`config.mk`:
```
export PLATFORM = sky130hd
export DESIGN_NAME = box_overlap_entity_filter_core
export DESIGN_NICKNAME = d
export VERILOG_FILES = /design/src/rtl/bof_pkg.sv /design/src/rtl/bof_front.sv /design/src/rtl/bof_queue.sv /design/src/rtl/bof_back.sv /design/src/rtl/box_overlap_entity_filter_core.sv
export SDC_FILE = /design/constraint.sdc
export NUM_CORES = 2
export LEC_CHECK = 0
export BUFFER_PORTS_ARGS = -buffer_cell sky130_fd_sc_hd__buf_2
export CORE_MARGIN = 8
export CORE_UTILIZATION = 45
export DETAILED_ROUTE_END_ITERATION = 8
export PLACE_DENSITY = 0.68
export SYNTH_ARGS = -nofsm -noshare
export SYNTH_HDL_FRONTEND = slang
export SYNTH_SLANG_ARGS = --single-unit
```
`constraint.sdc`:
```
create_clock -name clk -period 16.7 [get_ports clk]
set_clock_uncertainty 0.1 [all_clocks]
set_input_delay 1.67 -clock clk [delete_from_list [all_inputs] [get_ports clk]]
set_output_delay 1.67 -clock clk [all_outputs]
set_load 0.01 [all_outputs]
```
`src/rtl/bof_pkg.sv`:
```
// Package: shared constants and types of the box overlap entity filter.
package bof_pkg;

    localparam int MAX_ENTRIES = 65536;
    localparam int FRAC_BITS   = 16;

    localparam int ID_W   = 63;
    localparam int CRD_W  = 32;
    localparam int THR_W  = 31;
    localparam int CFG_W  = 64;
    localparam int CNT_W  = 17;
    localparam int CTR_W  = ($clog2(MAX_ENTRIES + 1) > CNT_W) ? $clog2(MAX_ENTRIES + 1) : CNT_W;
    localparam int IDX_W  = 3;
    localparam int QDEPTH = 4;

    localparam logic [CTR_W-1:0] MAX_CNT = CTR_W'(MAX_ENTRIES);

    localparam logic [CFG_W-1:0] BOX_RESET = 64'h7FFF_FFFF_8000_0000;
    localparam logic [THR_W-1:0] THR_RESET = THR_W'(((64'd1 << FRAC_BITS) + 64'd50) / 64'd100);

    // register indexes
    localparam logic [IDX_W-1:0] REG_BOX_X     = 3'd0;
    localparam logic [IDX_W-1:0] REG_BOX_Y     = 3'd1;
    localparam logic [IDX_W-1:0] REG_BOX_Z     = 3'd2;
    localparam logic [IDX_W-1:0] REG_QUERY_POS = 3'd3;
    localparam logic [IDX_W-1:0] REG_SOURCE_ID = 3'd4;
    localparam logic [IDX_W-1:0] REG_PUSH_THR  = 3'd5;

    // input kinds
    localparam logic [1:0] KIND_ZERO    = 2'd0;
    localparam logic [1:0] KIND_POS     = 2'd1;
    localparam logic [1:0] KIND_NEG     = 2'd2;
    localparam logic [1:0] KIND_BAD_POS = 2'd3;

    // result kinds
    localparam logic [1:0] RES_SELECTED = 2'd0;
    localparam logic [1:0] RES_PUSHED   = 2'd1;
    localparam logic [1:0] RES_SUMMARY  = 2'd2;

    // one queue entry: all words that one input item causes
    typedef struct packed {
        logic             sel;
        logic             push;
        logic             sum;
        logic [ID_W-1:0]  id;
        logic [CTR_W-1:0] sel_cnt;
        logic [CTR_W-1:0] push_cnt;
        logic             abort;
    } entry_t;

endpackage

```
`src/rtl/bof_front.sv`:
```
// Front part: configuration registers, overlap classification and batch counters.
module bof_front
(
    input  logic                         clk,
    input  logic                         rst_n,
    input  logic                         cfg_we,
    input  logic [bof_pkg::IDX_W-1:0]    cfg_idx,
    input  logic [bof_pkg::CFG_W-1:0]    cfg_data,
    input  logic                         in_valid,
    output logic                         in_stall,
    input  logic [bof_pkg::ID_W-1:0]     entity_id,
    input  logic signed [bof_pkg::CRD_W-1:0] min_x,
    input  logic signed [bof_pkg::CRD_W-1:0] max_x,
    input  logic signed [bof_pkg::CRD_W-1:0] min_y,
    input  logic signed [bof_pkg::CRD_W-1:0] max_y,
    input  logic signed [bof_pkg::CRD_W-1:0] min_z,
    input  logic signed [bof_pkg::CRD_W-1:0] max_z,
    input  logic signed [bof_pkg::CRD_W-1:0] pos_x,
    input  logic signed [bof_pkg::CRD_W-1:0] pos_z,
    input  logic [1:0]                   kind,
    input  logic                         last_item,
    output logic                         q_wr,
    output bof_pkg::entry_t              q_wdata,
    input  logic                         q_full
);

    localparam int CW = bof_pkg::CRD_W;

    logic [bof_pkg::CFG_W-1:0] box_x_reg, box_y_reg, box_z_reg, query_pos_reg;
    logic [bof_pkg::ID_W-1:0]  source_id_reg;
    logic [bof_pkg::THR_W-1:0] push_thr_reg;

    // stage 1: captured word
    logic                     s1_valid_reg;
    logic [bof_pkg::ID_W-1:0] s1_id_reg;
    logic signed [CW-1:0]     s1_min_x_reg, s1_max_x_reg, s1_min_y_reg, s1_max_y_reg;
    logic signed [CW-1:0]     s1_min_z_reg, s1_max_z_reg, s1_pos_x_reg, s1_pos_z_reg;
    logic [1:0]               s1_kind_reg;
    logic                     s1_last_reg;

    // stage 2: classified word
    logic                     s2_valid_reg;
    logic [bof_pkg::ID_W-1:0] s2_id_reg;
    logic [1:0]               s2_kind_reg;
    logic                     s2_last_reg;
    logic                     s2_hit_reg;
    logic                     s2_far_reg;

    logic [bof_pkg::CTR_W-1:0] sel_total_reg, sel_total_next;
    logic [bof_pkg::CTR_W-1:0] push_total_reg, push_total_next;
    logic                      abort_reg, abort_next;

    logic s2_adv, s1_adv, in_acc;
    logic ov_x, ov_y, ov_z, hit_c, far_c;
    logic [CW:0] dx, dz, adx, adz;
    logic live, sel_e, push_e;
    logic [bof_pkg::CTR_W-1:0] sel_cnt_c, push_cnt_c;
    logic abort_c;

    assign s2_adv   = !s2_valid_reg || !q_full;
    assign s1_adv   = !s1_valid_reg || s2_adv;
    assign in_stall = s1_valid_reg && !s2_adv;
    assign in_acc   = in_valid && !in_stall;

    // configuration
    always_ff @(posedge clk or negedge rst_n)
    begin
        if (!rst_n)
        begin
            box_x_reg     <= bof_pkg::BOX_RESET;
            box_y_reg     <= bof_pkg::BOX_RESET;
            box_z_reg     <= bof_pkg::BOX_RESET;
            query_pos_reg <= '0;
            source_id_reg <= '1;
            push_thr_reg  <= bof_pkg::THR_RESET;
        end
        else if (cfg_we)
        begin
            case (cfg_idx)
                bof_pkg::REG_BOX_X:     box_x_reg     <= cfg_data;
                bof_pkg::REG_BOX_Y:     box_y_reg     <= cfg_data;
                bof_pkg::REG_BOX_Z:     box_z_reg     <= cfg_data;
                bof_pkg::REG_QUERY_POS: query_pos_reg <= cfg_data;
                bof_pkg::REG_SOURCE_ID: source_id_reg <= cfg_data[bof_pkg::ID_W-1:0];
                bof_pkg::REG_PUSH_THR:  push_thr_reg  <= cfg_data[bof_pkg::THR_W-1:0];
                default: ;
            endcase
        end
    end

    // stage 1
    always_ff @(posedge clk or negedge rst_n)
    begin
        if (!rst_n)
        begin
            s1_valid_reg <= 1'b0;
        end
        else if (s1_adv)
        begin
            s1_valid_reg <= in_valid;
        end
    end

    always_ff @(posedge clk)
    begin
        if (in_acc)
        begin
            s1_id_reg    <= entity_id;
            s1_min_x_reg <= min_x;
            s1_max_x_reg <= max_x;
            s1_min_y_reg <= min_y;
            s1_max_y_reg <= max_y;
            s1_min_z_reg <= min_z;
            s1_max_z_reg <= max_z;
            s1_pos_x_reg <= pos_x;
            s1_pos_z_reg <= pos_z;
            s1_kind_reg  <= kind;
            s1_last_reg  <= last_item;
        end
    end

    // classification
    always_comb
    begin
        ov_x = (s1_min_x_reg < $signed(box_x_reg[2*CW-1:CW]))
            && (s1_max_x_reg > $signed(box_x_reg[CW-1:0]));
        ov_y = (s1_min_y_reg < $signed(box_y_reg[2*CW-1:CW]))
            && (s1_max_y_reg > $signed(box_y_reg[CW-1:0]));
        ov_z = (s1_min_z_reg < $signed(box_z_reg[2*CW-1:CW]))
            && (s1_max_z_reg > $signed(box_z_reg[CW-1:0]));
        hit_c = ov_x && ov_y && ov_z && (s1_id_reg != source_id_reg);
        dx  = {query_pos_reg[CW-1], query_pos_reg[CW-1:0]}
            - {s1_pos_x_reg[CW-1], s1_pos_x_reg};
        dz  = {query_pos_reg[2*CW-1], query_pos_reg[2*CW-1:CW]}
            - {s1_pos_z_reg[CW-1], s1_pos_z_reg};
        adx = dx[CW] ? (~dx + 1'b1) : dx;
        adz = dz[CW] ? (~dz + 1'b1) : dz;
        far_c = (adx >= {2'b00, push_thr_reg}) || (adz >= {2'b00, push_thr_reg});
    end

    // stage 2
    always_ff @(posedge clk or negedge rst_n)
    begin
        if (!rst_n)
        begin
            s2_valid_reg <= 1'b0;
        end
        else if (s2_adv)
        begin
            s2_valid_reg <= s1_valid_reg;
        end
    end

    always_ff @(posedge clk)
    begin
        if (s2_adv && s1_valid_reg)
        begin
            s2_id_reg   <= s1_id_reg;
            s2_kind_reg <= s1_kind_reg;
            s2_last_reg <= s1_last_reg;
            s2_hit_reg  <= hit_c;
            s2_far_reg  <= far_c;
        end
    end

    // batch counters
    always_comb
    begin
        live       = s2_valid_reg && !q_full;
        sel_e      = 1'b0;
        push_e     = 1'b0;
        sel_cnt_c  = sel_total_reg;
        push_cnt_c = push_total_reg;
        abort_c    = abort_reg;
        if (s2_hit_reg && !abort_reg)
        begin
            if (s2_kind_reg == bof_pkg::KIND_NEG || s2_kind_reg == bof_pkg::KIND_BAD_POS)
            begin
                abort_c = 1'b1;
            end
            else if (s2_kind_reg == bof_pkg::KIND_POS && sel_total_reg < bof_pkg::MAX_CNT)
            begin
                sel_e     = 1'b1;
                sel_cnt_c = sel_total_reg + 1'b1;
                if (s2_far_reg && push_total_reg < bof_pkg::MAX_CNT)
                begin
                    push_e     = 1'b1;
                    push_cnt_c = push_total_reg + 1'b1;
                end
            end
        end

        sel_total_next  = sel_total_reg;
        push_total_next = push_total_reg;
        abort_next      = abort_reg;
        if (live)
        begin
            if (s2_last_reg)
            begin
                sel_total_next  = '0;
                push_total_next = '0;
                abort_next      = 1'b0;
            end
            else
            begin
                sel_total_next  = sel_cnt_c;
                push_total_next = push_cnt_c;
                abort_next      = abort_c;
            end
        end

        q_wr             = live && (sel_e || s2_last_reg);
        q_wdata.sel      = sel_e;
        q_wdata.push     = push_e;
        q_wdata.sum      = s2_last_reg;
        q_wdata.id       = s2_id_reg;
        q_wdata.sel_cnt  = sel_cnt_c;
        q_wdata.push_cnt = push_cnt_c;
        q_wdata.abort    = abort_c;
    end

    always_ff @(posedge clk or negedge rst_n)
    begin
        if (!rst_n)
        begin
            sel_total_reg  <= '0;
            push_total_reg <= '0;
            abort_reg      <= 1'b0;
        end
        else
        begin
            sel_total_reg  <= sel_total_next;
            push_total_reg <= push_total_next;
            abort_reg      <= abort_next;
        end
    end

endmodule

```
`src/rtl/bof_queue.sv`:
```
// Short queue of per-item result entries between front and back.
module bof_queue
(
    input  logic            clk,
    input  logic            rst_n,
    input  logic            wr,
    input  bof_pkg::entry_t wdata,
    output logic            full,
    input  logic            rd,
    output logic            not_empty,
    output bof_pkg::entry_t rdata
);

    localparam int PW = $clog2(bof_pkg::QDEPTH);
    localparam int CW = $clog2(bof_pkg::QDEPTH + 1);

    bof_pkg::entry_t mem_reg [bof_pkg::QDEPTH];
    logic [PW-1:0] wp_reg, rp_reg;
    logic [CW-1:0] cnt_reg;

    assign full      = (cnt_reg == CW'(bof_pkg::QDEPTH));
    assign not_empty = (cnt_reg != '0);
    assign rdata     = mem_reg[rp_reg];

    always_ff @(posedge clk)
    begin
        if (wr)
        begin
            mem_reg[wp_reg] <= wdata;
        end
    end

    always_ff @(posedge clk or negedge rst_n)
    begin
        if (!rst_n)
        begin
            wp_reg  <= '0;
            rp_reg  <= '0;
            cnt_reg <= '0;
        end
        else
        begin
            if (wr)
            begin
                wp_reg <= (wp_reg == PW'(bof_pkg::QDEPTH - 1)) ? '0 : wp_reg + 1'b1;
            end
            if (rd)
            begin
                rp_reg <= (rp_reg == PW'(bof_pkg::QDEPTH - 1)) ? '0 : rp_reg + 1'b1;
            end
            if (wr && !rd)
            begin
                cnt_reg <= cnt_reg + 1'b1;
            end
            else if (rd && !wr)
            begin
                cnt_reg <= cnt_reg - 1'b1;
            end
        end
    end

endmodule

```
`src/rtl/bof_back.sv`:
```
// Back part: expands queue entries into result words behind an output register.
module bof_back
(
    input  logic                          clk,
    input  logic                          rst_n,
    input  logic                          q_not_empty,
    input  bof_pkg::entry_t               q_rdata,
    output logic                          q_rd,
    output logic                          out_valid,
    input  logic                          out_stall,
    output logic [1:0]                    result_kind,
    output logic [bof_pkg::ID_W-1:0]      hit_id,
    output logic [bof_pkg::CNT_W-1:0]     selected_count,
    output logic [bof_pkg::CNT_W-1:0]     pushed_count,
    output logic                          aborted,
    output logic                          last_result
);

    logic [2:0] done_reg, done_next;
    logic [2:0] rem, pick;
    logic       load, is_last;
    logic       out_valid_reg;
    logic [1:0] kind_c;
    logic [bof_pkg::ID_W-1:0]  id_c;
    logic [bof_pkg::CTR_W-1:0] pcnt_c;

    assign out_valid = out_valid_reg;

    always_comb
    begin
        rem = {q_rdata.sum, q_rdata.push, q_rdata.sel} & ~done_reg;
        if (rem[0])
        begin
            pick   = 3'b001;
            kind_c = bof_pkg::RES_SELECTED;
            id_c   = q_rdata.id;
            pcnt_c = q_rdata.push_cnt - {{(bof_pkg::CTR_W-1){1'b0}}, q_rdata.push};
        end
        else if (rem[1])
        begin
            pick   = 3'b010;
            kind_c = bof_pkg::RES_PUSHED;
            id_c   = q_rdata.id;
            pcnt_c = q_rdata.push_cnt;
        end
        else
        begin
            pick   = 3'b100;
            kind_c = bof_pkg::RES_SUMMARY;
            id_c   = '0;
            pcnt_c = q_rdata.push_cnt;
        end
        is_last   = ((rem & ~pick) == 3'b000);
        load      = q_not_empty && (!out_valid_reg || !out_stall);
        q_rd      = load && is_last;
        done_next = done_reg;
        if (load)
        begin
            done_next = is_last ? 3'b000 : (done_reg | pick);
        end
    end

    always_ff @(posedge clk or negedge rst_n)
    begin
        if (!rst_n)
        begin
            done_reg      <= 3'b000;
            out_valid_reg <= 1'b0;
        end
        else
        begin
            done_reg <= done_next;
            if (!out_valid_reg || !out_stall)
            begin
                out_valid_reg <= q_not_empty;
            end
        end
    end

    always_ff @(posedge clk)
    begin
        if (load)
        begin
            result_kind    <= kind_c;
            hit_id         <= id_c;
            selected_count <= q_rdata.sel_cnt[bof_pkg::CNT_W-1:0];
            pushed_count   <= pcnt_c[bof_pkg::CNT_W-1:0];
            aborted        <= q_rdata.abort;
            last_result    <= is_last;
        end
    end

endmodule

```
`src/rtl/box_overlap_entity_filter_core.sv`:
```
// Top level of the box overlap entity filter.
// Entity records stream in one word per cycle while in_stall is low and are tested against
// the query box in a two-stage front end (capture, then signed overlap and distance compare)
// that also keeps the selected and pushed counts and the sticky abort of the batch. Each
// record that yields results leaves one entry in a four-deep queue; the back end turns it
// into one to three result words, one word per cycle while out_stall is low, through an
// output register, behind stage 1, stage 2 and the queue. Sustained rate is one record per
// cycle while records yield at most one word each and out_stall is low; the output port sets
// the rate when records yield more. Configuration is written through cfg_we, cfg_idx and
// cfg_data, by the user only while the block is idle; the block itself does not enforce it.
module box_overlap_entity_filter_core
(
    input  logic                              clk,
    input  logic                              rst_n,
    input  logic                              cfg_we,
    input  logic [bof_pkg::IDX_W-1:0]         cfg_idx,
    input  logic [bof_pkg::CFG_W-1:0]         cfg_data,
    input  logic                              in_valid,
    output logic                              in_stall,
    input  logic [bof_pkg::ID_W-1:0]          entity_id,
    input  logic signed [bof_pkg::CRD_W-1:0]  min_x,
    input  logic signed [bof_pkg::CRD_W-1:0]  max_x,
    input  logic signed [bof_pkg::CRD_W-1:0]  min_y,
    input  logic signed [bof_pkg::CRD_W-1:0]  max_y,
    input  logic signed [bof_pkg::CRD_W-1:0]  min_z,
    input  logic signed [bof_pkg::CRD_W-1:0]  max_z,
    input  logic signed [bof_pkg::CRD_W-1:0]  pos_x,
    input  logic signed [bof_pkg::CRD_W-1:0]  pos_z,
    input  logic [1:0]                        kind,
    input  logic                              last_item,
    output logic                              out_valid,
    input  logic                              out_stall,
    output logic [1:0]                        result_kind,
    output logic [bof_pkg::ID_W-1:0]          hit_id,
    output logic [bof_pkg::CNT_W-1:0]         selected_count,
    output logic [bof_pkg::CNT_W-1:0]         pushed_count,
    output logic                              aborted,
    output logic                              last_result
);

    logic            q_wr, q_full, q_rd, q_not_empty;
    bof_pkg::entry_t q_wdata, q_rdata;

    bof_front u_front
    (
        .clk       (clk),
        .rst_n     (rst_n),
        .cfg_we    (cfg_we),
        .cfg_idx   (cfg_idx),
        .cfg_data  (cfg_data),
        .in_valid  (in_valid),
        .in_stall  (in_stall),
        .entity_id (entity_id),
        .min_x     (min_x),
        .max_x     (max_x),
        .min_y     (min_y),
        .max_y     (max_y),
        .min_z     (min_z),
        .max_z     (max_z),
        .pos_x     (pos_x),
        .pos_z     (pos_z),
        .kind      (kind),
        .last_item (last_item),
        .q_wr      (q_wr),
        .q_wdata   (q_wdata),
        .q_full    (q_full)
    );

    bof_queue u_queue
    (
        .clk       (clk),
        .rst_n     (rst_n),
        .wr        (q_wr),
        .wdata     (q_wdata),
        .full      (q_full),
        .rd        (q_rd),
        .not_empty (q_not_empty),
        .rdata     (q_rdata)
    );

    bof_back u_back
    (
        .clk            (clk),
        .rst_n          (rst_n),
        .q_not_empty    (q_not_empty),
        .q_rdata        (q_rdata),
        .q_rd           (q_rd),
        .out_valid      (out_valid),
        .out_stall      (out_stall),
        .result_kind    (result_kind),
        .hit_id         (hit_id),
        .selected_count (selected_count),
        .pushed_count   (pushed_count),
        .aborted        (aborted),
        .last_result    (last_result)
    );

endmodule

```
==> out/qor.yml <==
ys_ff_latch: 1293
via_count: 35100
first_iter_violations: 2279
cts_resized: 0
path_depth: 24
rr_endpoint: "u_front.s2_far_reg"
clk_path_buf_depth: 3
startpoint_type: "flip-flop"
cp.required_ps: 17090
initial_core_util: 0.453
first_pass_iters: 5
postRouteAntennaNets: 0
min_to: "u_front.s2_kind_reg[0]"
fmax_mhz: 157
layout_min_cycle_time_ps: 6380
place_area_sq_um: 62300
cp_top_family: "compound AO/OA/AOI/OAI gates"
slew_violations: 0
min-delay-start: "u_front.s1_kind_reg[0]"
ys_seq_area_frac: 0.640
fin_tns_setup_ps: 0
synthArstFlopShare: 0.308
rows: 131
cp-end-kind: "flip-flop"
ios: 497
cp.arrival_ps: 6760
stdcell_area_sq_um: 67000
antenna_found_initial: 25
grt_pass1_wl_um: 226000
worstHoldPathType: "flip-flop to flip-flop"
cts_root_buffer: "clkbuf_16"
syn_to_final_growth_pct: 15.7
path_buf_inv: 0
drc: 0
crit_top_cell: "o21ai_0"
clock_latency_ps: 770
timing.rr.start: "u_front.s1_pos_x_reg[0]"
rsz0062_at_grt: "false"
port_buffers: 496
wire_per_inst_um: 23.4
dpl.hpwl_um: 110000
hold_viol: 0
syn_area_sq_um: 57900
power.density_nw_per_um2: 157
slew_headroom: 0.275
criticalPathCategory: "flip-flop to flip-flop"
grt_pass1_vias: 36100
setup_violations: 0
r2r_slack_ps: 10320
ctsHoldBuffers: 0
cts_post_setup_buffers_inserted: 0
largest_reg_flops: 404
synth_nets: 4893
clk_pin_slew_ps: 60
crit_path_max_incr_delay_ps: 970
final_nets: 5436
cts.sinks: 1293
holdPathStages: 0
p_leak_nw: 26.4
die-area_sq_um: 140000
synth_flop_cell: "edfxtp_1"
via_per_inst: 5.40
worstPathCellList: "ha_1, fa_1, nor2b_1, o211a_1, o21ai_0, a2111oi_1, o21ai_0, a31oi_1, o21ai_0, a31o_2, o21ai_0, xor2_1, ha_1, a21oi_1, nor2b_1, o21ai_0, a21oi_1, a211oi_1, nor2_1, a2111oi_0, a21oi_1, a2111oi_0, o31a_1, o221ai_2"
cp_slowest_cell: "a2111oi_1"
worstMarginPinSlew_ps: 1070
synth_edf_count: 895
die_y_um: 375
worst_ir_drop_vdd_v: 0.0000961
cts_buffers: 140
gp_congestion: 0.880
ys_warn_count: 0
drive_gt1_frac: 0.255
grt.total_usage: 0.213
drv_cap: 0
synthDistinctLibCells: 92
cts_tree: "built"
status: "finished clean"
htree_num_levels: 4
layout_commonest_cell: "edfxtp_1"
drt-total-wl_um: 152000
die_x_um: 375
rr_worst_depth: 24
final_cell_mix: "895 x edfxtp_1, 495 x buf_2, 354 x nand2_1"
syn_avg_cell_area_sq_um: 13.9
grt_overflow_total: 0
synth_cells: 4169
crit_fanout: 16
period_share: 0.382
coreArea_sq_um: 128000
grt_start_max_net_pins: 164
[worst reg2reg max path: cells and delay by family, from the launching register on]
kind | cells | cell delay [ps]
fa+ha+maj | 3 | 920
flops | 1 | 360
simple gates | 3 | 360
xor+xnor | 1 | 180
compound gates | 17 | 4190
[area by class of cell]
type	count	area [sq um]
diodes	13	32.5
flip-flops and latches	1293	37000
inverters	314	1180
clock buffers	193	3960
multi-input cells	2434	19200
repair buffers	529	2770
fillers	10600	60700
well taps	1662	2080
clock inverters	69	706
[where the power goes]
| group | switching, mW | internal, mW |
|---|---|---|
| Clock | 1.31 | 1.78 |
| Combinational | 1.74 | 1.23 |
| Sequential | 0.269 | 4.22 |
| Total | 3.32 | 7.22 |
[per-stage QoR]
step                      cells   util  power [mW]  setup WS [ps]  hold WS [ps]
after global placement     6232  0.488        7.50          10470           310
after global routing       6494  0.524        11.1           9680           330
after floorplan            4169      -        6.56           6950           300
final                      6507  0.525        10.5          10320           324
after detailed placement   6232  0.488        7.57          10360           310
after CTS                  6494  0.524        10.7          10320           325
[worst max path at each step]
stage / from / to / slack, ps
4_1_cts: u_front.s1_pos_x_reg[0] / u_front.s2_far_reg / 10320
3_5_place_dp: u_front.s1_pos_x_reg[0] / u_front.s2_far_reg / 10360
2_1_floorplan: in_valid / u_front.s1_id_reg[0] / 6950
6_report: u_front.s1_pos_x_reg[0] / u_front.s2_far_reg / 10320
3_3_place_gp: u_front.s1_pos_x_reg[0] / u_front.s2_far_reg / 10470
5_1_grt: u_front.s1_pos_x_reg[0] / u_front.s2_far_reg / 9680
[kinds of logic (layout without fill, tap and decap cells)]
group / Yosys count / count (layout) / share of synthesized area
XOR/XNOR: 207 / 207 / 0.0313
AO/OA/AOI/OAI: 726 / 726 / 0.0772
adder cells (fa/ha/maj): 330 / 330 / 0.0717
other: 0 / 13 / 0
flip-flops: 1293 / 1293 / 0.640
AND/OR/NAND/NOR: 889 / 889 / 0.0771
buffers and inverters: 442 / 1105 / 0.0291
multiplexers: 282 / 282 / 0.0738
[cell usage after synthesis (11+ instances only)]
library cell / n / area [sq um]
nor2_1: 111 / 417
nor3_1: 42 / 210
and2_1: 17 / 106
a21oi_1: 157 / 786
o21a_1: 23 / 173
buf_1: 19 / 71.3
or3_1: 21 / 131
mux4_2: 99 / 2230
buf_2: 11 / 55.1
nand2b_1: 26 / 163
ha_1: 327 / 4090
a22o_1: 20 / 175
o21ai_0: 301 / 1510
nor2b_1: 101 / 632
inv_1: 314 / 1180
mux2i_1: 12 / 120
a211oi_1: 12 / 90.1
clkbuf_1: 96 / 360
edfxtp_1: 895 / 26900
mux2_2: 171 / 1930
xnor2_1: 142 / 1240
nand2_1: 354 / 1330
dfrtp_1: 233 / 5830
xor2_1: 65 / 569
dfstp_2: 165 / 4340
nand4_1: 71 / 444
nand3_1: 39 / 195
and3_1: 19 / 119
a21o_1: 85 / 638
nor4_1: 24 / 150
and4_1: 11 / 96.3
[per-layer routing]
layer	share of wire	global-route usage	up-vias
met4	0.025	0.0623	10
met3	0.061	0.0456	210
met2	0.48	0.352	1025
met1	0.43	0.284	17400
met5	0.00041	0	-
li1	-	-	16500
(Power assumes the default switching activity.)
